[src/rtl/escp_ram.sv]
// Generic single-write, single-read synchronous RAM with registered read data.
`default_nettype none

module escp_ram #(
  parameter int unsigned WIDTH = 32,
  parameter int unsigned DEPTH = 16
) (
  input  wire logic                     clk_i,
  input  wire logic                     we_i,
  input  wire logic [$clog2(DEPTH)-1:0] waddr_i,
  input  wire logic [WIDTH-1:0]         wdata_i,
  input  wire logic                     re_i,
  input  wire logic [$clog2(DEPTH)-1:0] raddr_i,
  output logic      [WIDTH-1:0]         rdata_o
);

  logic [WIDTH-1:0] mem_q [DEPTH];

  always_ff @(posedge clk_i) begin
    if (we_i) begin
      mem_q[waddr_i] <= wdata_i;
    end
    if (re_i) begin
      rdata_o <= mem_q[raddr_i];
    end
  end

endmodule

`default_nettype wire

[config.mk]
export PLATFORM = sky130hd
export DESIGN_NAME = escp_ram
export DESIGN_NICKNAME = d
export VERILOG_FILES = /design/src/rtl/escp_ram.sv
export SDC_FILE = /design/constraint.sdc
export NUM_CORES = 1
export LEC_CHECK = 0
export BUFFER_PORTS_ARGS = -buffer_cell sky130_fd_sc_hd__buf_4
export CAP_MARGIN = 10
export CORE_AREA = 3 3 207 209
export CTS_CLUSTER_DIAMETER = 30
export CTS_CLUSTER_SIZE = 8
export DETAILED_ROUTE_END_ITERATION = 7
export DIE_AREA = 0 0 210 212
export PLACE_DENSITY = 0.61
export SYNTH_ARGS = -nofsm -noshare
export SYNTH_HDL_FRONTEND = slang
export SYNTH_SLANG_ARGS = --single-unit
[constraint.sdc]
create_clock -name clk_i -period 7.5 [get_ports clk_i]
set_clock_uncertainty 0.2 [all_clocks]
set_input_delay 1.5 -clock clk_i [delete_from_list [all_inputs] [get_ports clk_i]]
set_output_delay 1.5 -clock clk_i [all_outputs]
set_load 0.1 [all_outputs]
Word-level counts from Yosys, hierarchy flattened
Memory sizes are Yosys's and may differ from the RTL's. A register that Yosys moved wholly into a read port is not among the register bits.
Cells that the tools add are included.

word-level totals
  bits in registers = 0
  memory bits (writable) = 512
  input port bits = 43
  output and inout port bits = 32
  logic and storage cells = 3
  memories = 1

operators by class
  multiplexer cells = 2

memories
  name   depth  width  read ports  clocked after Yosys merged registers in  write ports  RTL line  source
  mem_q  16     32     1           1                                        1            17        logic [WIDTH-1:0] mem_q [DEPTH];

operators with widths
  kind     count
  $mux W1  2

Logic depth before layout (Yosys ltp)
Gate-level depths: netlist of run 1.

  depth after elaboration = 2
  gate-level depth with buffers = 5
  mapped depth without buffers = 3

Least setup slack after synthesis of run 1
Ideal clock, no wire load.

  kind = in2reg
  start point = input waddr_i[2]
  end point = memory mem_q[0][0], enable pin
  arrival = 4.218 ns
  required time = 6.839 ns
  setup slack = 2.620 ns
  stages = 2
  buffers on the path = 0
  cells stage by stage = or3b_2 nor3_1

RTL lines
  element          RTL line  source
  start, declared  10        input wire logic [$clog2(DEPTH)-1:0] waddr_i,
  end, declared    17

Straight into the memory's write port.

==> flow_summary_export.csv, run 1 <==
group,metric,value,unit
grt,grt_usage,19.8,%
synthesis,avgSynthCellArea,24.1,um2
synthesis,synth-compound-area-share,2.38,%
place,io_buffer_count,74,
synthesis,syn_inst,838,
route,wl,42.8,mm
synthesis,synth_simple_gate_area_share,1.25,%
power,leakagePower,8.21,nW
synthesis,synth_mux_area_share,14.3,%
clocking,postCtsHoldBufs,0,
route,via_per_inst,5.85,
die,core-area,41000,um2
power,power.total,0.00836,W
place,hpwl,18.6,mm
cells_and_area,multi_input_area,3750,um2
synthesis,synth_most_common_cell,"edfxtp_1",
synthesis,synth-edff-count,544,
clocking,cts-resized-gates,0,
synthesis,synthAdderAreaFrac,0,%
synthesis,async_flop_share,0,%
clocking,cts_max_level,3,
clocking,post_cts_buffers,0,
synthesis,synth_area_leaders,"edfxtp_1 81%, mux4_2 14%, a22oi_1 2.4%",
die,die_y,212,um
critical_path,critPathKind,"in -> reg",
synthesis,yosysSeqAreaShare,81.0,%
clocking,clockBufferDepth,3,
critical_path,endpoint_kind,"flop",
power,p_sw,0.00170,W
die,fp.dieArea,44500,um2
flow_run,cap_violations,0,
power,p_int,0.00666,W
synthesis,synth-seq-cells,544,
cells_and_area,area_growth,23.6,%
die,rows,74,
synthesis,yosysTopAreaCellShare,81.0,%
synthesis,synth_area,20200,um2
critical_path,worst_setup_path_start_kind,"primary input",
critical_path,cp.arrival,3640,ps
critical_path,critPathRequiredTime,7630,ps
critical_path,path_max_fanout,70,
power,pwr-share-clk,53.8,%
die,die_x,210,um
min_path,hold_class,"reg -> reg",
timing,max_freq,0.285,GHz
synthesis,synthTopCellsByCount,"544 x edfxtp_1, 128 x mux4_2, 64 x a22oi_1, 33 x nand2_1, 17 x clkbuf_1",
grt,first_global_vias,10008,
timing,rsz0062_at_grt,"no",
clocking,clockRootBuffer,"clkbuf_16",
grt,antenna_found_initial,0,
cells_and_area,fillCellCount,2830,
timing,hold_viol,0,
route,vias,9408,
synthesis,yosysTopAreaCell,"edfxtp_1",
power,swShare,20.3,%
timing,slew_headroom,37.8,%
synthesis,synth_top_flop_cell,"edfxtp_1",
synthesis,synthesis.nets,881,
route,drtAntennaViolNets,0,
clocking,clk_latency,600,ps
clocking,clk_pin_slew,40,ps
grt,grt_pass1_wl,64.2,mm
power,cellPowerDensity,335,nW/um2
synthesis,synth_top_family_by_area,"multiplexers",
synthesis,yosysWarnings,0,
timing,min_period_over_period,46.8,%
timing,tns,0,ps
power,p_comb_share,4.9,%
route,drtIter0Drc,839,
route,routedWlPerCell,26.6,um
grt,grt_max_degree,71,
clocking,cts_tree,"done",
die,io_pins,75,
clocking,clock-sinks,544,
timing,period_needed,3510,ps
clocking,numCtsBuffers,103,
cells_and_area,drive_gt1_share,36.8,%
run_status,status,"completed",
timing,slew_viol_final,0,
timing,tightestPinTransition,933,ps
route,drc,0,
place,gp_congestion,0.678,
grt,grt-ovfl-total,0,
cells_and_area,nNetsFinal,1040,
power,ir_drop,0.209,mV
route,dr.pass1.iters,5,
synthesis,synth-xor-area-share,0,%
cells_and_area,n_antenna_cell,0,
timing,setup_viol,0,
power,pwr-share-seq,41.3,%
die,start_util,49.2,%
synthesis,synthDistinctLibCells,17,
cells_and_area,ff_latch_area,16300,um2
-- final timing paths --
check | from | end | slack, ps | cells past startpoint
hold / removal | mem_q[15][3] | rdata_o[3] | 540 | 3
setup reg to reg | mem_q[10][21] | rdata_o[21] | 5860 | 3
hold reg to reg | mem_q[15][3] | rdata_o[3] | 540 | 3
setup / recovery | raddr_i[0] | rdata_o[15] | 3990 | 5
-- placed cells by master (no fill, tap or decap), drive strengths merged --
cell type  instances
inv                2
nor3               4
nand2b             2
edfxtp           544
and2               1
mux4             128
clkinv            31
or3b               1
nand3              1
nor2              13
clkbuf           126
a22oi             64
nand3b             2
buf               96
clkinvlp          10
bufinv            16
nand2             33
nor2b              2
-- metal layers --
metal  vias up  track usage [%]  routed length, um
met5         -                0                  0
met2       377             30.1              20200
met1      5007             29.9              18600
met4         0             5.63                673
li1       3964                -                  -
met3        60             4.00               3330
-- kinds of logic (layout without fill, tap and decap cells) --
kind of cell	count (synthesis)	in the layout
buffers and inverters	43	281
flip-flops	544	544
multiplexers	128	128
AND/OR/NAND/NOR	59	59
AO/OA/AOI/OAI	64	64
-- layout make-up --
cell class | instances | area share [%]
Multi-Input combinational cell | 251 | 15.0
Sequential cell | 544 | 65.5
Clock inverter | 59 | 2.89
Tap cell | 532 | 2.67
Timing Repair Buffer | 97 | 2.99
Clock buffer | 125 | 10.9
-- power by group through the flow --
| stage | clock [W] | combinational, W | sequential, W |
|---|---|---|---|
| floorplan | 0 | 0.000164 | 0.00361 |
| global placement | 0 | 0.000408 | 0.00351 |
| detailed placement | 0 | 0.000412 | 0.00351 |
| CTS | 0.00457 | 0.000413 | 0.00346 |
| global route | 0.00472 | 0.000433 | 0.00346 |
| finish | 0.00450 | 0.000406 | 0.00346 |
-- stage by stage --
step	area, um2	util (%)	setup WS [ps]	cells	hold slack (ps)
4_1_cts	24900	60.8	3940	1608	536
3_3_place_gp	21500	52.4	3350	1424	523
5_1_grt	24900	60.8	3790	1608	576
6_report	24900	60.8	3990	1608	539
2_1_floorplan	20200	-	2620	838	510
3_5_place_dp	21500	52.4	3320	1424	529
-- flip-flops by register name, indices dropped and copies added (netlist names) --
name and cells:
mem_q 512, rdata_o 32
-- critical path, stage by stage --
cell and delay (ps):
clkbuf_8 570, buf_12 560, mux4_2 580, a22oi_1 220
nand2_1 70
Note: power is estimated with default switching activity, not from simulation.
==> run 2, diff against run 1 <==
ABC_AREA = 1   (was not set)
CORE_AREA = 3 3 221 223   (was 3 3 207 209)
DIE_AREA = 0 0 224 226   (was 0 0 210 212)
PLACE_DENSITY = 0.63   (was 0.61)
clock period = 3.1 ns   (was 7.5 ns; I/O delays follow)
==> run 2 against run 1 <==
  * Highest routed layer is now met5
  * Largest power group unchanged
  * Count of clock-buffer cells in the layout shrank 2
  * Critical path type is now reg -> out
  * Power grew 150%
  * Synthesized cell count grew to 2.5 times the previous value
  * Die area grew 14%
  * Synthesized area grew 14%
  * Wire length grew 28%
==> flow_summary_export.csv, run 2 <==
group,metric,value,unit
timing,tns,0,ps
power,cellPowerDensity,739,nW/um2
synthesis,yosysTopAreaCell,"edfxtp_1",
cells_and_area,stdcell_count,2929,
critical_path,cp.arrival,1380,ps
cells_and_area,largest_register,"mem_q",
grt,grt_pass1_wl,85.1,mm
clocking,cts-resized-gates,0,
die,io_pins,75,
synthesis,synth-compound-area-share,0,%
place,gp_congestion,0.777,
synthesis,yosysWarnings,0,
cells_and_area,n_antenna_cell,0,
route,routedWlPerCell,18.7,um
die,die_x,224,um
cells_and_area,largestRegisters,"mem_q x512, rdata_o x32",
critical_path,critPathBufInv,1,
route,wl,54.7,mm
flow_run,cap_violations,0,
critical_path,critPathSlowestCell,"edfxtp_1",
die,start_util,49.3,%
min_path,hold_class,"in -> reg",
clocking,clock-sinks,544,
synthesis,synthesis.nets,2163,
route,vias,15011,
timing,setup_viol,0,
run_status,status,"completed",
grt,grt_max_degree,133,
critical_path,worst_setup_path_start_kind,"flop",
clocking,clockBufferDepth,3,
synthesis,synthTopCellsByCount,"677 x nand2_1, 544 x edfxtp_1, 388 x inv_1, 385 x nand3_1, 41 x buf_2",
die,fp.dieArea,50600,um2
clocking,postCtsHoldBufs,0,
timing,tightestPinTransition,782,ps
route,via_per_inst,5.12,
synthesis,synth_area,23100,um2
timing,slew_headroom,47.9,%
grt,grt_usage,21.9,%
synthesis,synthAdderAreaFrac,0,%
synthesis,synth-seq-cells,544,
critical_path,endpoint_kind,"output pin",
critical_path,critPathKind,"reg -> out",
clocking,cts_max_level,3,
route,dr.pass1.iters,5,
cells_and_area,final_common_cell,"nand2_1",
timing,max_freq,0.454,GHz
cells_and_area,area_growth,20.3,%
synthesis,syn_inst,2120,
grt,antenna_found_initial,1,
clocking,cts_tree,"done",
synthesis,yosysTopAreaCellShare,70.9,%
cells_and_area,final_util,59.3,%
timing,finalWorstSetupSlack,895,ps
grt,grt-ovfl-total,0,
power,ir_drop,0.435,mV
synthesis,synth_simple_gate_area_share,19.7,%
synthesis,avgSynthCellArea,10.9,um2
clocking,clk_pin_slew,50,ps
synthesis,synth_area_leaders,"edfxtp_1 71%, nand2_1 11%, nand3_1 8.4%",
clocking,clk_latency,630,ps
critical_path,slowest_delay,440,ps
critical_path,critical_path.top_delay_family,"flip-flops",
synthesis,yosysSeqAreaShare,70.9,%
clocking,numCtsBuffers,106,
die,core-area,46800,um2
synthesis,synth_mux_area_share,0,%
critical_path,crit_chain,"buf_4",
critical_path,critPathRequiredTime,2280,ps
route,drtIter0Drc,1350,
timing,hold_viol,0,
synthesis,async_flop_share,0,%
place,hpwl,27.9,mm
clocking,clockRootBuffer,"clkbuf_16",
power,leakagePower,11.8,nW
synthesis,synth_most_common_cell,"nand2_1",
cells_and_area,final_cell_mix,"677 x nand2_1, 544 x edfxtp_1, 386 x inv_1",
cells_and_area,largest_reg_flops,512,
synthesis,synth-xor-area-share,0,%
cells_and_area,drive_gt1_share,12.5,%
clocking,post_cts_buffers,0,
route,drc,0,
place,dp.cells,2740,
place,pre_cts_slack,679,ps
critical_path,path_max_fanout,1,
synthesis,synth_top_family_by_area,"simple AND/OR/NAND/NOR gates",
die,rows,79,
cells_and_area,nNetsFinal,2284,
timing,period_needed,2200,ps
timing,rsz0062_at_grt,"no",
place,io_buffer_count,74,
synthesis,synth-edff-count,544,
die,die_y,226,um
timing,slew_viol_final,0,
grt,first_global_vias,15265,
synthesis,synth_top_flop_cell,"edfxtp_1",
timing,min_period_over_period,71.1,%
route,drtAntennaViolNets,0,
synthesis,synthDistinctLibCells,14,
[run 2: cell types whose count changed after synthesis, moves of 3 or more]
cell / change
buf_6: +27
nand2_1: +644
a22oi_1: -64
nand3_1: +384
clkbuf_1: -3
buf_1: +5
buf_4: -5
buf_2: +37
nor2_1: +4
nor3_1: -4
inv_1: +388
mux4_2: -128
[run 2: final cells by class]
class / count / area (um2)
Clock buffer: 123 / 2720
Clock inverter: 66 / 733
Inverter: 390 / 1470
Multi-Input combinational cell: 1081 / 4670
Sequential cell: 544 / 16300
Fill cell: 3725 / 19000
Timing Repair Buffer: 118 / 1050
Tap cell: 607 / 759
[run 2: logic make-up (layout without fill, tap and decap cells)]
family,after synthesis,count (layout)
buffers and inverters,495,697
flip-flops,544,544
AND/OR/NAND/NOR,1081,1081
[run 2: worst reg2reg max path: cells and delay by family (launching register included)]
family | cells | cell delay, ps
and+or+nand+nor | 5 | 520
DFF | 1 | 350
buffers and inverters | 1 | 60
[run 2: through the flow]
stage / hold slack, ps / total power, W / cell area, um2
finish: 104 / 0.0205 / 27700
global route: 89.2 / 0.0211 / 27700
CTS: 68.7 / 0.0206 / 27700
detailed placement: 512 / 0.00971 / 24300
global placement: 516 / 0.00969 / 24300
floorplan: 483 / 0.00930 / 23100
[run 2: final timing paths]
check / start / endpoint / slack [ps] / depth (start not counted)
worst max-delay path: rdata_o[10] / rdata_o[10] / 900 / 1
worst min-delay path: wdata_i[19] / mem_q[11][19] / 100 / 1
worst min register to register: mem_q[12][25] / rdata_o[25] / 530 / 6
worst max register to register: mem_q[1][17] / rdata_o[17] / 1710 / 6
[run 2: metal layers]
layer | track usage (%) | wire [um]
met2 | 35.7 | 25900
met4 | 8.07 | 1520
met3 | 4.82 | 3700
met5 | 0 | 20
met1 | 29.2 | 23500
[run 2: report_power, final]
group	internal (W)	switching, W	total, W	leakage [nW]
clock	0.00735	0.00355	0.0109	1.66
combinational	0.000304	0.000922	0.00123	5.20
sequential	0.00831	0.0000466	0.00836	4.94
total	0.0160	0.00452	0.0205	11.8
==> run 3, diff against run 2 <==
PLACE_DENSITY = 0.61   (was 0.63)
clock period = 2.2 ns   (was 3.1 ns; I/O delays follow)
==> run 3 against run 2 <==
  * Design area up 3.7%
  * Sequential share of layout area down 2.1 points
  * Power up 46%
  * Global-route usage up 1.7 points
  * Wire length up 7.8%
  * Flip-flop and latch count unchanged
  * Critical path depth unchanged
  * Clock power up 48%
  * Non-clock buffer count up 53
  * First-iteration DRC count up 12%
  * Largest cell class unchanged
==> flow_summary_export.csv, run 3 (synthesis results as in run 2) <==
group,metric,value,unit
cells_and_area,largest_register,"mem_q",
flow_run,cap_violations,0,
clocking,clock-sinks,544,
cells_and_area,n_antenna_cell,0,
timing,slew_headroom,68.5,%
cells_and_area,largestRegisters,"mem_q x512, rdata_o x32",
clocking,cts_max_level,3,
timing,finalWorstSetupSlack,146,ps
die,start_util,49.3,%
power,ir_drop,0.805,mV
critical_path,slowest_delay,440,ps
timing,setup_viol,0,
cells_and_area,stdcell_area,28800,um2
critical_path,crit_chain,"buf_4",
route,drtAntennaViolNets,0,
die,core-area,46800,um2
cells_and_area,ff_latch_area,16300,um2
route,wl,59.0,mm
power,leakagePower,12.3,nW
timing,period_needed,2050,ps
critical_path,path_max_fanout,1,
clocking,clk_latency,640,ps
clocking,clockRootBuffer,"clkbuf_16",
timing,min_period_over_period,93.4,%
critical_path,cp.arrival,1410,ps
cells_and_area,drive_gt1_share,13.6,%
grt,grt_max_degree,69,
cells_and_area,nNetsFinal,2345,
critical_path,critPathRequiredTime,1560,ps
place,gp_congestion,0.847,
die,fp.dieArea,50600,um2
place,hpwl,31.4,mm
critical_path,critPathKind,"reg -> out",
min_path,hold_class,"in -> reg",
die,rows,79,
grt,grt-ovfl-total,0,
timing,tns,0,ps
timing,max_freq,0.487,GHz
die,die_y,226,um
run_status,status,"completed",
grt,grt_usage,23.6,%
clocking,clk_pin_slew,50,ps
place,placed_area,24800,um2
timing,tightestPinTransition,472,ps
critical_path,critical_path.top_delay_family,"flip-flops",
route,routedWlPerCell,19.6,um
critical_path,endpoint_kind,"output pin",
clocking,numCtsBuffers,114,
route,drtIter0Drc,1517,
timing,rsz0062_at_grt,"no",
cells_and_area,largest_reg_flops,512,
route,via_per_inst,5.15,
clocking,cts_tree,"done",
timing,hold_viol,0,
die,die_x,224,um
route,dr.pass1.iters,5,
place,io_buffer_count,74,
cells_and_area,final_cell_mix,"677 x nand2_1, 544 x edfxtp_1, 386 x inv_1",
grt,grt_pass1_wl,90.6,mm
power,cellPowerDensity,1040,nW/um2
critical_path,critPathSlowestCell,"edfxtp_1",
cells_and_area,multi_input_area,4670,um2
critical_path,critPathBufInv,1,
cells_and_area,final_util,61.5,%
die,io_pins,75,
grt,antenna_found_initial,1,
cells_and_area,final_common_cell,"nand2_1",
cells_and_area,area_growth,24.8,%
route,vias,15477,
clocking,clockBufferDepth,3,
route,drc,0,
grt,first_global_vias,15486,
timing,slew_viol_final,0,
place,pre_cts_slack,144,ps
critical_path,worst_setup_path_start_kind,"flop",
cells_and_area,fillCellCount,3652,
[run 3: final cells by class]
class | count | share of cell area [%]
clock inverters | 79 | 2.67
clock buffers | 131 | 10.1
repair buffers | 171 | 6.46
flip-flops and latches | 544 | 56.8
multi-input cells | 1081 | 16.2
well taps | 607 | 2.64
inverters | 390 | 5.11
[run 3: metrics by stage]
step	total power [W]	hold slack [ps]	instances
6_report	0.0298	98.3	3003
3_3_place_gp	0.0138	512	2761
2_1_floorplan	0.0131	339	2120
3_5_place_dp	0.0138	516	2761
4_1_cts	0.0300	67.6	3003
5_1_grt	0.0308	83.8	3003
[run 3: power by group]
part / total, W / internal (W) / switching, W
sequential: 0.0118 / 0.0117 / 0.0000758
clock: 0.0161 / 0.0109 / 0.00526
combinational: 0.00188 / 0.000521 / 0.00136
[run 3: worst paths after layout]
path | startpoint | to | slack, ps | cells after the start
worst max-delay path | rdata_o[15] | rdata_o[15] | 150 | 1
worst min-delay path | raddr_i[2] | rdata_o[4] | 100 | 4
worst max register to register | mem_q[0][20] | rdata_o[20] | 790 | 6
worst min register to register | mem_q[10][5] | rdata_o[5] | 520 | 6
[run 3: repair_timing]
item / CTS / global route
hold buffers: 32 / 0
buffers inserted: 0 / 0
resized for setup: 0 / 0
endpoints found under the hold margin: 512 / 0
[run 3: per-layer routing]
layer	routed length (um)	GRT usage (%)
met1	25200	32.1
met2	27900	38.5
met3	4330	4.47
met4	1520	8.48
met5	11	0
