### config.mk
export PLATFORM = sky130hd
export DESIGN_NAME = escp_div
export DESIGN_NICKNAME = d
export VERILOG_FILES = /design/src/rtl/escp_pkg.sv /design/src/rtl/escp_div.sv
export SDC_FILE = /design/constraint.sdc
export NUM_CORES = 1
export LEC_CHECK = 0
export ABC_AREA = 1
export BUFFER_PORTS_ARGS = -buffer_cell sky130_fd_sc_hd__buf_2
export CORE_MARGIN = 4
export CORE_UTILIZATION = 58
export CTS_CLUSTER_DIAMETER = 40
export DETAILED_ROUTE_END_ITERATION = 8
export MAX_ROUTING_LAYER = met4
export PLACE_DENSITY = 0.86
export SYNTH_ARGS = -nofsm -noshare
export SYNTH_HDL_FRONTEND = slang
export SYNTH_SLANG_ARGS = --single-unit
### constraint.sdc
create_clock -name clk_i -period 3.1 [get_ports clk_i]
set_clock_uncertainty 0.2 [all_clocks]
set_input_delay 0.465 -clock clk_i [delete_from_list [all_inputs] [get_ports clk_i]]
set_output_delay 0.465 -clock clk_i [all_outputs]
set_load 0.05 [all_outputs]
### src/rtl/escp_pkg.sv
// Shared widths, reset values and codes for the encoder speed PI controller.
`default_nettype none

package escp_pkg;

  localparam int unsigned DATA_W        = 32;
  localparam int unsigned TARGET_W      = 16;
  localparam int unsigned RPM_W         = 16;
  localparam int unsigned GAIN_W        = 16;
  localparam int unsigned DUTY_W        = 8;
  localparam int unsigned CMD_W         = 2;
  localparam int unsigned CFG_IDX_W     = 2;
  localparam int unsigned IN_DATA_W     = 48;
  localparam int unsigned OUT_DATA_W    = 32;
  localparam int unsigned AVG_DEPTH_DEF = 10;

  // Q8.8 gains: 2.1 and 0.1.
  localparam logic [GAIN_W-1:0] PROP_GAIN_RST  = 16'd538;
  localparam logic [GAIN_W-1:0] INTEG_GAIN_RST = 16'd26;
  localparam logic [DATA_W-1:0] RPM_SCALE_RST  = 32'd4000000;
  localparam logic [DUTY_W-1:0] DUTY_LIMIT_RST = 8'd100;

  typedef enum logic [CMD_W-1:0] {
    CMD_EDGE  = 2'd0,
    CMD_CTRL  = 2'd1,
    CMD_STALL = 2'd2
  } cmd_e;

  typedef enum logic [CFG_IDX_W-1:0] {
    CFG_PROP_GAIN  = 2'd0,
    CFG_INTEG_GAIN = 2'd1,
    CFG_RPM_SCALE  = 2'd2,
    CFG_DUTY_LIMIT = 2'd3
  } cfg_idx_e;

endpackage

`default_nettype wire

### src/rtl/escp_div.sv
// Restoring serial divider, one quotient bit per cycle.
`default_nettype none

module escp_div #(
  parameter int unsigned DIVIDEND_W = 36,
  parameter int unsigned DIVISOR_W  = escp_pkg::DATA_W
) (
  input  wire logic                  clk_i,
  input  wire logic                  rst_ni,
  input  wire logic                  start_i,
  input  wire logic [DIVIDEND_W-1:0] dividend_i,
  input  wire logic [DIVISOR_W-1:0]  divisor_i,
  output logic      [DIVIDEND_W-1:0] quotient_o,
  output logic                       done_o
);

  localparam int unsigned CNT_W = $clog2(DIVIDEND_W + 1);

  logic [DIVIDEND_W-1:0] quo_q, quo_d;
  logic [DIVISOR_W-1:0]  rem_q, rem_d;
  logic [DIVISOR_W-1:0]  den_q;
  logic [CNT_W-1:0]      cnt_q, cnt_d;
  logic                  busy_q, busy_d;
  logic                  done_q, done_d;
  logic [DIVISOR_W:0]    trial;
  logic [DIVISOR_W:0]    diff;
  logic                  ge;

  assign trial = {rem_q, quo_q[DIVIDEND_W-1]};
  assign diff  = trial - {1'b0, den_q};
  assign ge    = (trial >= {1'b0, den_q});

  always_comb begin
    quo_d  = quo_q;
    rem_d  = rem_q;
    cnt_d  = cnt_q;
    busy_d = busy_q;
    done_d = 1'b0;
    if (start_i) begin
      quo_d  = dividend_i;
      rem_d  = '0;
      cnt_d  = CNT_W'(DIVIDEND_W);
      busy_d = 1'b1;
    end else if (busy_q) begin
      // When the trial falls short it is below the divisor, so it fits.
      rem_d = ge ? diff[DIVISOR_W-1:0] : trial[DIVISOR_W-1:0];
      quo_d = {quo_q[DIVIDEND_W-2:0], ge};
      cnt_d = cnt_q - CNT_W'(1);
      if (cnt_q == CNT_W'(1)) begin
        busy_d = 1'b0;
        done_d = 1'b1;
      end
    end
  end

  always_ff @(posedge clk_i or negedge rst_ni) begin
    if (!rst_ni) begin
      cnt_q  <= '0;
      busy_q <= 1'b0;
      done_q <= 1'b0;
    end else begin
      cnt_q  <= cnt_d;
      busy_q <= busy_d;
      done_q <= done_d;
    end
  end

  always_ff @(posedge clk_i) begin
    quo_q <= quo_d;
    rem_q <= rem_d;
    if (start_i) begin
      den_q <= divisor_i;
    end
  end

  assign quotient_o = quo_q;
  assign done_o     = done_q;

endmodule

`default_nettype wire
* After elaboration in Yosys (flattened, before gate mapping)
Cells that the tools add are included.
** Storage, ports and cells
- Register bits after elaboration :: 108
- Bits of input ports :: 71
- Output and inout bits :: 37
- Logic and storage cells :: 22
** Cells by class
- Eq/ne operators :: 1
- $add $sub $neg :: 2
- $lt $le $gt $ge :: 1
- Reductions and logical operators :: 1
- Multiplexer cells :: 11
** Operator list (number)
- two-way mux 36 bit :: 2
- greater-or-equal comparator 33 x 32 -> 1 bit :: 1
- two-way mux 32 bit :: 1
- subtractor 32 bit :: 1
- two-way mux 6 bit :: 2
- equality test 6 x 1 -> 1 bit, second input constant :: 1
- two-way mux 1 bit :: 6
- subtractor 6 x 1 -> 6 bit, second input constant :: 1
- nonzero test 2 bit :: 1

* Logic depth before layout (Yosys ltp)
Gate-level depths: netlist of run 1.
- Depth in word-level cells :: 4
- Mapped depth :: 17
- Mapped depth without buffers :: 16

* Worst setup path after synthesis of run 1
Ideal clock, no wire load.
- Kind :: flip-flop to flip-flop
- From :: reg quo_q[35], in the netlist quotient_o[35]
- To :: reg rem_q[24]
- Stages on the path, launching flop included :: 16
- Path slack :: 0.636 ns
- Setup time :: 0.114 ns
- Period minus slack after synthesis :: 2.464 ns
- Data arrival time :: 2.150 ns
- Buffers on the path :: 0
- Required time :: 2.786 ns
- Path through :: edfxtp_1 inv_1 ha_1 fa_1 inv_1 nand3_1 nand3_1 nand2_1 nand2_1 nand2_1 nand3_1 nand2_1 nand2_1 nand2_1 nand3_1 nand2_1
** On the way
- Word-level cells in the longest chain between the ends :: 2
- Elaborated cells on any way between the ends :: 3
- Classes of those cells :: add/sub: 1; order compare: 1; mux: 1
** RTL lines
- from (decl) :: RTL line escp_div.sv:19 : logic [DIVIDEND_W-1:0] quo_q, quo_d;
- from (signal assigned) :: RTL line escp_div.sv:69 : quo_q <= quo_d;
- subtractor 32 bit / greater-or-equal comparator 33 x 32 -> 1 bit (equally long branches) :: RTL line escp_div.sv:30, escp_div.sv:31
- two-way mux 32 bit * :: RTL line escp_div.sv:46 : rem_d = ge ? diff[DIVISOR_W-1:0] : trial[DIVISOR_W-1:0];
- to (signal assigned) :: RTL line escp_div.sv:70 : rem_q <= rem_d;
- to (decl) :: RTL line escp_div.sv:20 : logic [DIVISOR_W-1:0] rem_q, rem_d;
Mark *: on every way between the ends. The rest lies on a longest branch, timed or not.
A chain may end at the register's enable or synchronous reset.

* Worst setup path in the final report of run 1
- From :: reg den_q[29]
- To :: reg rem_q[28]
** On the way
- Word-level cells in the longest chain between the ends :: 2
** RTL lines
- from (decl) :: RTL line escp_div.sv:21 : logic [DIVISOR_W-1:0] den_q;
- from (signal assigned) :: RTL line escp_div.sv:72 : den_q <= divisor_i;
- greater-or-equal comparator 33 x 32 -> 1 bit :: RTL line escp_div.sv:31 : assign ge = (trial >= {1'b0, den_q});
- two-way mux 32 bit :: RTL line escp_div.sv:46
No other way between the ends.

==> results of run 1 <==
layout make-up:
class,count,area (um2),area share
well taps,147,184,0.0230
clock inverters,6,53.8,0.00673
flip-flops and latches,108,2880,0.361
multi-input cells,694,3350,0.419
clock buffers,10,229,0.0286
repair buffers,116,606,0.0757
inverters,183,687,0.0859
state kept, by name, summed over array words and instances, names as in the netlist:
name / count
cnt_q: 6
done_o: 1
busy_q: 1
den_q: 32
rem_q: 32
quotient_o: 36
path summary, 6_finish.rpt:
check | depth (start not counted) | startpoint | slack (ns) | endpoint
max | 15 | den_q[29] | 0.41 | rem_q[28]
min | 1 | divisor_i[8] | 0.07 | den_q[8]
max reg2reg | 15 | den_q[29] | 0.41 | rem_q[28]
min reg2reg | 2 | rem_q[21] | 0.28 | rem_q[21]
max in group asynchronous | 2 | rst_ni | 2.25 | cnt_q[0]
min in group asynchronous | 2 | rst_ni | 0.28 | cnt_q[1]
stage by stage:
stage | setup WS (ns) | total power [mW] | std cells | util | hold slack [ns]
2_1_floorplan | 0.636 | 4.66 | 1008 | - | -0.0306
3_5_place_dp | 0.435 | 5.38 | 1247 | 0.644 | 0.120
4_1_cts | 0.419 | 6.53 | 1264 | 0.669 | 0.0668
6_report | 0.411 | 6.54 | 1264 | 0.669 | 0.0733
5_1_grt | 0.195 | 7.08 | 1264 | 0.669 | 0.0641
3_3_place_gp | 0.488 | 5.30 | 1247 | 0.644 | 0.115
synthesized netlist by cell type (9+ instances only):
master      n  area, um2
nand4_1     9       56.3
inv_1     182        683
nand2_1   421       1580
nor2_1     45        169
ha_1       34        425
nand3b_1   15        113
a21oi_1    23        115
dfxtp_1    32        641
clkbuf_1    9       33.8
nand3_1    79        395
xnor2_1    13        114
edfxtp_1   68       2040
report_power, final:
group	leakage (nW)	internal, mW	switching, mW
logic	3.24	1.17	2.24
clock network	0.136	0.562	0.572
registers	1.07	1.82	0.191
total	4.45	3.55	3.00
what timing repair did:
| item | in CTS | in global routing |
|---|---|---|
| hold buffers | 1 | 0 |
| setup buffers | 0 | 0 |
| endpoints found under the hold margin | 8 | 0 |
metal layers:
metal	vias to the layer above	wire length [um]	GRT usage
met4	0	539	0.0938
li1	3320	-	-
met3	43	1690	0.0603
met2	272	8500	0.457
met1	2921	7810	0.345
met5	-	0	-
kinds of logic (layout without fill, tap and decap cells):
| logic type | after synthesis | in the layout | share of synthesized area |
|---|---|---|---|
| AO/OA/AOI/OAI | 47 | 47 | 0.0360 |
| XOR/XNOR | 14 | 14 | 0.0174 |
| adder cells (fa/ha/maj) | 35 | 35 | 0.0632 |
| buffers and inverters | 206 | 315 | 0.116 |
| flip-flops | 108 | 108 | 0.409 |
| AND/OR/NAND/NOR | 598 | 598 | 0.359 |
==> qor.yml, run 1 <==
clock_tree:
  root_buffer: "clkbuf_16"
  cts_inserted_buffers: 9
  clock_latency_ns: 0.36
  tritoncts: "yes"
  cts_resized: 0
  cts_sinks: 108
  h-tree-depth: 3
  cts.path.max_buffers: 2
  path_clk_slew_ns: 0.07
cells_and_area:
  diodes: 0
  layout_commonest_cell: "nand2_1"
  drive_gt1_frac: 0.137
  fillers: 1031
  syn_to_final_growth_pct: 13.4
  fin_area_um2: 8000
  nets: 1218
  mostFrequentLayoutCells: "nand2_1 (421), inv_1 (181), buf_2 (107)"
worst_setup_path:
  crit_type: "flop to flop"
  max_stage_delay_ns: 0.41
  cp_top_family: "simple AND/OR/NAND/NOR gates"
  critPathCaptureType: "flop"
  path_max_fanout: 24
  crit_required_ns: 3.16
  critPathBufInv: 5
  path_common_cell: "nand2_1"
  cp.arrival_ns: 2.74
  crit_path_cell_trace: "inv_1 -> ha_1 -> nand2_1 -> inv_1 -> nand2_2 -> inv_1 -> a21oi_1 -> nand2_1 -> nor2_4 -> buf_4 -> nand3_1 -> nand2_1 -> inv_1 -> nand2_1 -> nand2_1"
  cp_slowest_cell: "edfxtp_1"
  critPathLaunchType: "flop"
floorplan:
  start_util: 0.590
  design.die.area_um2: 14000
  die_y_um: 118
  io_pins: 108
  fp-row-count: 40
  core_area_um2: 12000
  die_x_um: 118
synthesis:
  yosys.cell_types.count: 36
  synth-edff-count: 68
  syn_nets: 1114
  synth_cells: 1008
  ys_seq_area_frac: 0.409
  ys_ff_latch: 108
  yosysWarnings: 0
  async_flop_share: 0.0741
  avgSynthCellArea_um2: 7.00
  synth_ff_type: "edfxtp_1"
  netlist_area_um2: 7050
global_route:
  grt_max_degree: 54
  grt.total_usage: 0.279
  overflow: 0
  grt_pass1_vias: 6473
  grt_first_pass_wirelength_um: 30600
  antenna_found_initial: 0
detailed_routing:
  via_count: 6556
  drt_pre_antenna_iters: 5
  wire_per_inst_um: 14.7
  drc: 0
  viasPerCell: 5.19
  wl_um: 18500
  drt_iter0_markers: 530
  ant_nets: 0
sta:
  final.setup.tns_ns: 0
  slew_headroom: 0.598
  worstMarginPinSlew_ns: 0.603
  finalSetupViolCount: 0
  clock.fmax_ghz: 0.372
  fin_crit_ns: 2.69
  finalMaxSlewViolations: 0
  hold_viol: 0
  rsz0062_at_grt: "false"
  period_share: 0.868
pwr:
  p_per_area_nw_per_um2: 818
  power.leakage_nw: 4.45
  vdd_drop_max_mv: 0.492
placement:
  numPortBuffers: 107
  place_congestion: 1.07
  dpl_cell_area_um2: 7700
  dp_hpwl_um: 14200
run_status:
  status: "complete, no violations"
run:
  max_cap_violations: 0
hold_path:
  holdCritPathClass: "primary input to flop"
No activity file was read; power rests on OpenSTA's default activity.
==> inputs of run 2 (changes only) <==
- GPL_TIMING_DRIVEN: unset -> 0
- PLACE_DENSITY: 0.86 -> 0.81
==> qor.yml, run 2 (synthesis results as in run 1) <==
placement:
  dp_worst_setup_slack_ns: 0.221
  numPortBuffers: 107
  place_congestion: 0.974
  dp_hpwl_um: 14900
detailed_routing:
  drt_iter0_markers: 456
  drc: 0
  viasPerCell: 5.11
  ant_nets: 0
  via_count: 6545
  wl_um: 19000
  wire_per_inst_um: 14.8
  drt_pre_antenna_iters: 6
pwr:
  p_per_area_nw_per_um2: 827
  power.leakage_nw: 4.49
  p_total_mw: 6.69
  vdd_drop_max_mv: 0.422
global_route:
  antenna_found_initial: 0
  grt.total_usage: 0.291
  grt_pass1_vias: 6253
  overflow: 0
  grt_max_degree: 39
  grt_first_pass_wirelength_um: 31300
worst_setup_path:
  critPathLaunchType: "flop"
  crit_path_cell_trace: "inv_1 -> ha_1 -> a21oi_1 -> nand2_1 -> a21oi_1 -> nand2_1 -> nor2_4 -> buf_2 -> nand3b_1 -> nand3_1 -> nand2_1"
  max_stage_delay_ns: 0.37
  r2r_cells: 11
  path_max_fanout: 10
  crit_required_ns: 3.15
  cp.arrival_ns: 2.68
  path_depth: 11
  cp_top_family: "simple AND/OR/NAND/NOR gates"
  crit_type: "flop to flop"
  cp_slowest_cell: "buf_2"
  critPathCaptureType: "flop"
  critPathBufInv: 2
  path_common_cell: "nand2_1"
cells_and_area:
  drive_gt1_frac: 0.139
  layout_commonest_cell: "nand2_1"
  fillers: 1070
  final_util: 0.676
  mostFrequentLayoutCells: "nand2_1 (421), inv_1 (182), buf_2 (112)"
  syn_to_final_growth_pct: 14.7
  layout.area.seq_um2: 2880
  multi_input_area_um2: 3350
  nets: 1234
  largest_reg_flops: 36
  diodes: 0
hold_path:
  holdCritPathClass: "primary input to flop"
  whs_path_depth: 1
sta:
  worstMarginPinSlew_ns: 0.895
  clock.fmax_ghz: 0.379
  fin_crit_ns: 2.64
  hold_viol: 0
  setup_slack_ns: 0.465
  finalSetupViolCount: 0
  rsz0062_at_grt: "false"
  finalMaxSlewViolations: 0
  period_share: 0.850
  slew_headroom: 0.403
clock_tree:
  path_clk_slew_ns: 0.08
  tritoncts: "yes"
  clock_latency_ns: 0.36
  postCtsSetupBuffers: 0
  root_buffer: "clkbuf_16"
  cts_inserted_buffers: 9
  h-tree-depth: 3
  cts_sinks: 108
  cts.path.max_buffers: 2
floorplan:
  die_x_um: 118
  die_y_um: 118
  core_area_um2: 12000
  io_pins: 108
  design.die.area_um2: 14000
  fp-row-count: 40
  start_util: 0.590
run_status:
  status: "complete, no violations"
run:
  max_cap_violations: 0
## run 2: cell type report
type,count,share of cell area
Clock inverter,5,0.00572
Timing Repair Buffer,109,0.0699
Inverter,183,0.0849
Multi-Input combinational cell,694,0.414
Clock buffer,11,0.0300
Sequential cell,108,0.356
Buffer,23,0.0162
Tap cell,147,0.0227
## run 2: layer usage
layer / routed length (um) / track usage / vias up
li1: - / - / 3362
met1: 8420 / 0.366 / 2893
met2: 8550 / 0.458 / 249
met3: 1390 / 0.0641 / 41
met4: 595 / 0.118 / 0
met5: 0 / - / -
## run 2: timing repair
item,4_1_cts,5_1_grt
hold endpoints to repair,8,0
gates resized for setup,0,0
endpoints found under the setup margin,0,0
hold buffers,1,0
## run 2: worst paths after layout
path	startpoint	to	slack (ns)
setup reg to reg	den_q[28]	rem_q[17]	0.46
hold reg to reg	rem_q[20]	rem_q[20]	0.28
setup / recovery	den_q[28]	rem_q[17]	0.46
min in group asynchronous	rst_ni	cnt_q[3]	0.27
max in group asynchronous	rst_ni	busy_q	2.26
hold / removal	divisor_i[15]	den_q[15]	0.07
## run 2: stage by stage
stage	setup TNS, ns	hold WS [ns]	area [um2]	std cells
6_report	0	0.0744	8090	1280
5_1_grt	0	0.0623	8090	1280
4_1_cts	0	0.0655	8090	1280
3_5_place_dp	0	0.112	7790	1263
3_3_place_gp	-44.50	0.115	7770	1262
2_1_floorplan	0	-0.0306	7050	1008
## run 2: where the power goes
part | switching, mW | total, mW | internal [mW]
registers | 0.182 | 2.00 | 1.82
clock network | 0.558 | 1.14 | 0.581
logic | 2.31 | 3.55 | 1.25
total | 3.05 | 6.69 | 3.65
## run 2: worst register-to-register path: cells and delay by family (launching register included)
family | cells | cell delay [ns]
and+or+nand+nor | 6 | 0.81
DFF | 1 | 0.32
AOI/OAI and AO/OA | 2 | 0.42
buffers and inverters | 2 | 0.43
adders and majority gates | 1 | 0.36
==> inputs of run 3 (changes only) <==
- ABC_AREA: 1 -> unset
- CORE_UTILIZATION: 58 -> 57
==> qor.yml, run 3 <==
worst_setup_path:
  critPathCaptureType: "flop"
  cp_slowest_cell: "edfxtp_1"
  path_depth: 13
  critPathLaunchType: "flop"
  max_stage_delay_ns: 0.38
  crit_path_cell_trace: "inv_1 -> ha_1 -> buf_2 -> nand4_1 -> buf_4 -> nor2_1 -> a21oi_1 -> o211ai_4 -> o31ai_4 -> o311ai_4 -> buf_12 -> mux2_4 -> a221o_1"
  critPathBufInv: 4
  cp.arrival_ns: 3.15
  cp_top_family: "compound AO/OA/AOI/OAI gates"
  path_max_fanout: 8
  r2r_end: "rem_q[27]"
  crit_required_ns: 3.20
  crit_type: "flop to flop"
  rrSetupSlack_ns: 0.05
  r2r_cells: 13
  startpoint: "den_q[15]"
  r2r_start: "den_q[15]"
synthesis:
  synth_top_area_share: 0.334
  avgSynthCellArea_um2: 10.1
  synth_top_cell_by_area: "edfxtp_1"
  synth_ff_type: "edfxtp_1"
  netlist_area_um2: 6120
  yosys.cell_types.count: 58
  synth_area_leaders: "edfxtp_1 (33%), dfxtp_1 (10%), ha_1 (7.0%), mux2_2 (6.8%), nand2_1 (4.2%)"
  yosysWarnings: 0
  ys_seq_area_frac: 0.471
  synth_cells: 603
  async_flop_share: 0.0741
  ys_ff_latch: 108
  synth-edff-count: 68
  syn_nets: 709
  synth_commonest_cells: "edfxtp_1 (68), nand2_1 (68), inv_1 (44)"
hold_path:
  whs_endpoint: "den_q[15]"
  holdCritPathClass: "primary input to flop"
  whs_path_depth: 1
  worstHoldStart: "divisor_i[15]"
sta:
  fin_crit_ns: 3.05
  hold_viol: 0
  slew_headroom: 0.448
  rsz0062_at_grt: "true"
  clock.fmax_ghz: 0.328
  worstMarginPinSlew_ns: 0.827
  finalMaxSlewViolations: 0
  period_share: 0.984
  whs_ns: 0.0273
  finalSetupViolCount: 0
  final.setup.tns_ns: 0
cells_and_area:
  mostFrequentLayoutCells: "buf_2 (111), edfxtp_1 (68), nand2_1 (67)"
  nets: 836
  final_util: 0.715
  syn_to_final_growth_pct: 21.2
  largest_reg_flops: 36
  drive_gt1_frac: 0.309
  diodes: 0
  layout_commonest_cell: "buf_2"
floorplan:
  die_y_um: 112
  design.die.area_um2: 12500
  start_util: 0.590
  die_x_um: 112
  io_pins: 108
  core_area_um2: 10400
  fp-row-count: 37
run:
  max_cap_violations: 0
global_route:
  grt.total_usage: 0.250
  grt_max_degree: 38
  antenna_found_initial: 0
  grt_first_pass_wirelength_um: 24500
  overflow: 0
  grt_pass1_vias: 5069
detailed_routing:
  drt_iter0_markers: 396
  wl_um: 15800
  via_count: 5135
  ant_nets: 0
  viasPerCell: 5.90
  wire_per_inst_um: 18.2
  drt_pre_antenna_iters: 5
  drc: 0
placement:
  place_congestion: 0.950
  numPortBuffers: 107
  dp_hpwl_um: 10800
pwr:
  swShare: 0.417
  p_per_area_nw_per_um2: 769
  switchingPower_mw: 2.38
  power.leakage_nw: 3.11
  internal_power_mw: 3.32
  p_comb_frac: 0.489
  power.share.clock: 0.159
  vdd_drop_max_mv: 0.485
  seqPwrFrac: 0.352
clock_tree:
  clock_latency_ns: 0.40
  h-tree-depth: 3
  tritoncts: "yes"
  cts.path.max_buffers: 2
  root_buffer: "clkbuf_8"
  path_clk_slew_ns: 0.11
  cts_sinks: 108
  cts_inserted_buffers: 9
run_status:
  status: "complete, no violations"
## run 3: cell types whose count changed in the layout (fill, tap and decap cells not counted), moves of 9 or more
cell	before	now
o21ai_0	8	30
a311oi_1	0	11
a21oi_1	23	34
inv_1	182	42
mux2_2	0	36
nand3b_1	15	0
clkbuf_16	9	0
nand2_1	421	67
xor2_1	1	13
nand3_1	79	10
## run 3: how the worst max path moves through the flow
stage / endpoint
after floorplan: rem_q[27]
after global placement: rem_q[18]
after detailed placement: quotient_o[28]
after CTS: quotient_o[28]
after global routing: rem_q[24]
final: rem_q[27]
## run 3: metal layers
metal | routed length, um | global-route usage
met1 | 6350 | 0.295
met2 | 7960 | 0.418
met3 | 983 | 0.0630
met4 | 512 | 0.0835
met5 | 0 | -
## run 3: layout make-up
type	instances	area (um2)
tap	136	170
buffer	24	133
sequential	108	2880
multi-input combinational	422	3170
timing repair buffer	120	668
clock inverter	6	80.1
fill	790	2960
clock buffer	10	128
inverter	45	178
## run 3: stage by stage
step                      setup slack (ns)  cells  cell area [um2]  total power [mW]
final                               0.0496    871             7410              5.70
after global routing               -0.0398    871             7410              6.04
after CTS                          -0.0142    866             7180              5.47
after detailed placement            -0.422    846             6860              4.45
after global placement              -0.358    846             6860              4.38
after floorplan                     0.0146    603             6150              3.87
## run 3: cell families (layout without fill, tap and decap cells)
kind of cell / count (synthesis) / count (layout) / share of synthesized area
AND/OR/NAND/NOR: 177 / 177 / 0.135
buffers and inverters: 73 / 205 / 0.0509
AO/OA/AOI/OAI: 137 / 137 / 0.149
multiplexers: 44 / 44 / 0.0796
XOR/XNOR: 29 / 29 / 0.0415
adder cells (fa/ha/maj): 35 / 35 / 0.0728
flip-flops: 108 / 108 / 0.471
## run 3: worst reg2reg max path, delay by kind of cell (launching register included)
family                     cells  cell delay, ns
AOI/OAI and AO/OA              5            1.12
adders and majority gates      1            0.21
buffers and inverters          4            0.56
DFF                            1            0.38
muxes                          1            0.29
and+or+nand+nor                2            0.19
## run 3: what timing repair did
action | in CTS | in global routing
pin swaps | 2 | 8
endpoints found under the setup margin | 45 | 55
hold buffers | 1 | 0
buffers inserted | 5 | 6
endpoints found under the hold margin | 8 | 0
resized for setup | 11 | 37
## run 3: power groups by stage
stage	sequential [mW]	clock (mW)	combinational, mW
3_5_place_dp	2.02	0	2.43
3_3_place_gp	2.01	0	2.37
5_1_grt	2.04	0.991	3.01
6_report	2.01	0.908	2.79
2_1_floorplan	2.19	0	1.68
4_1_cts	1.99	0.929	2.55
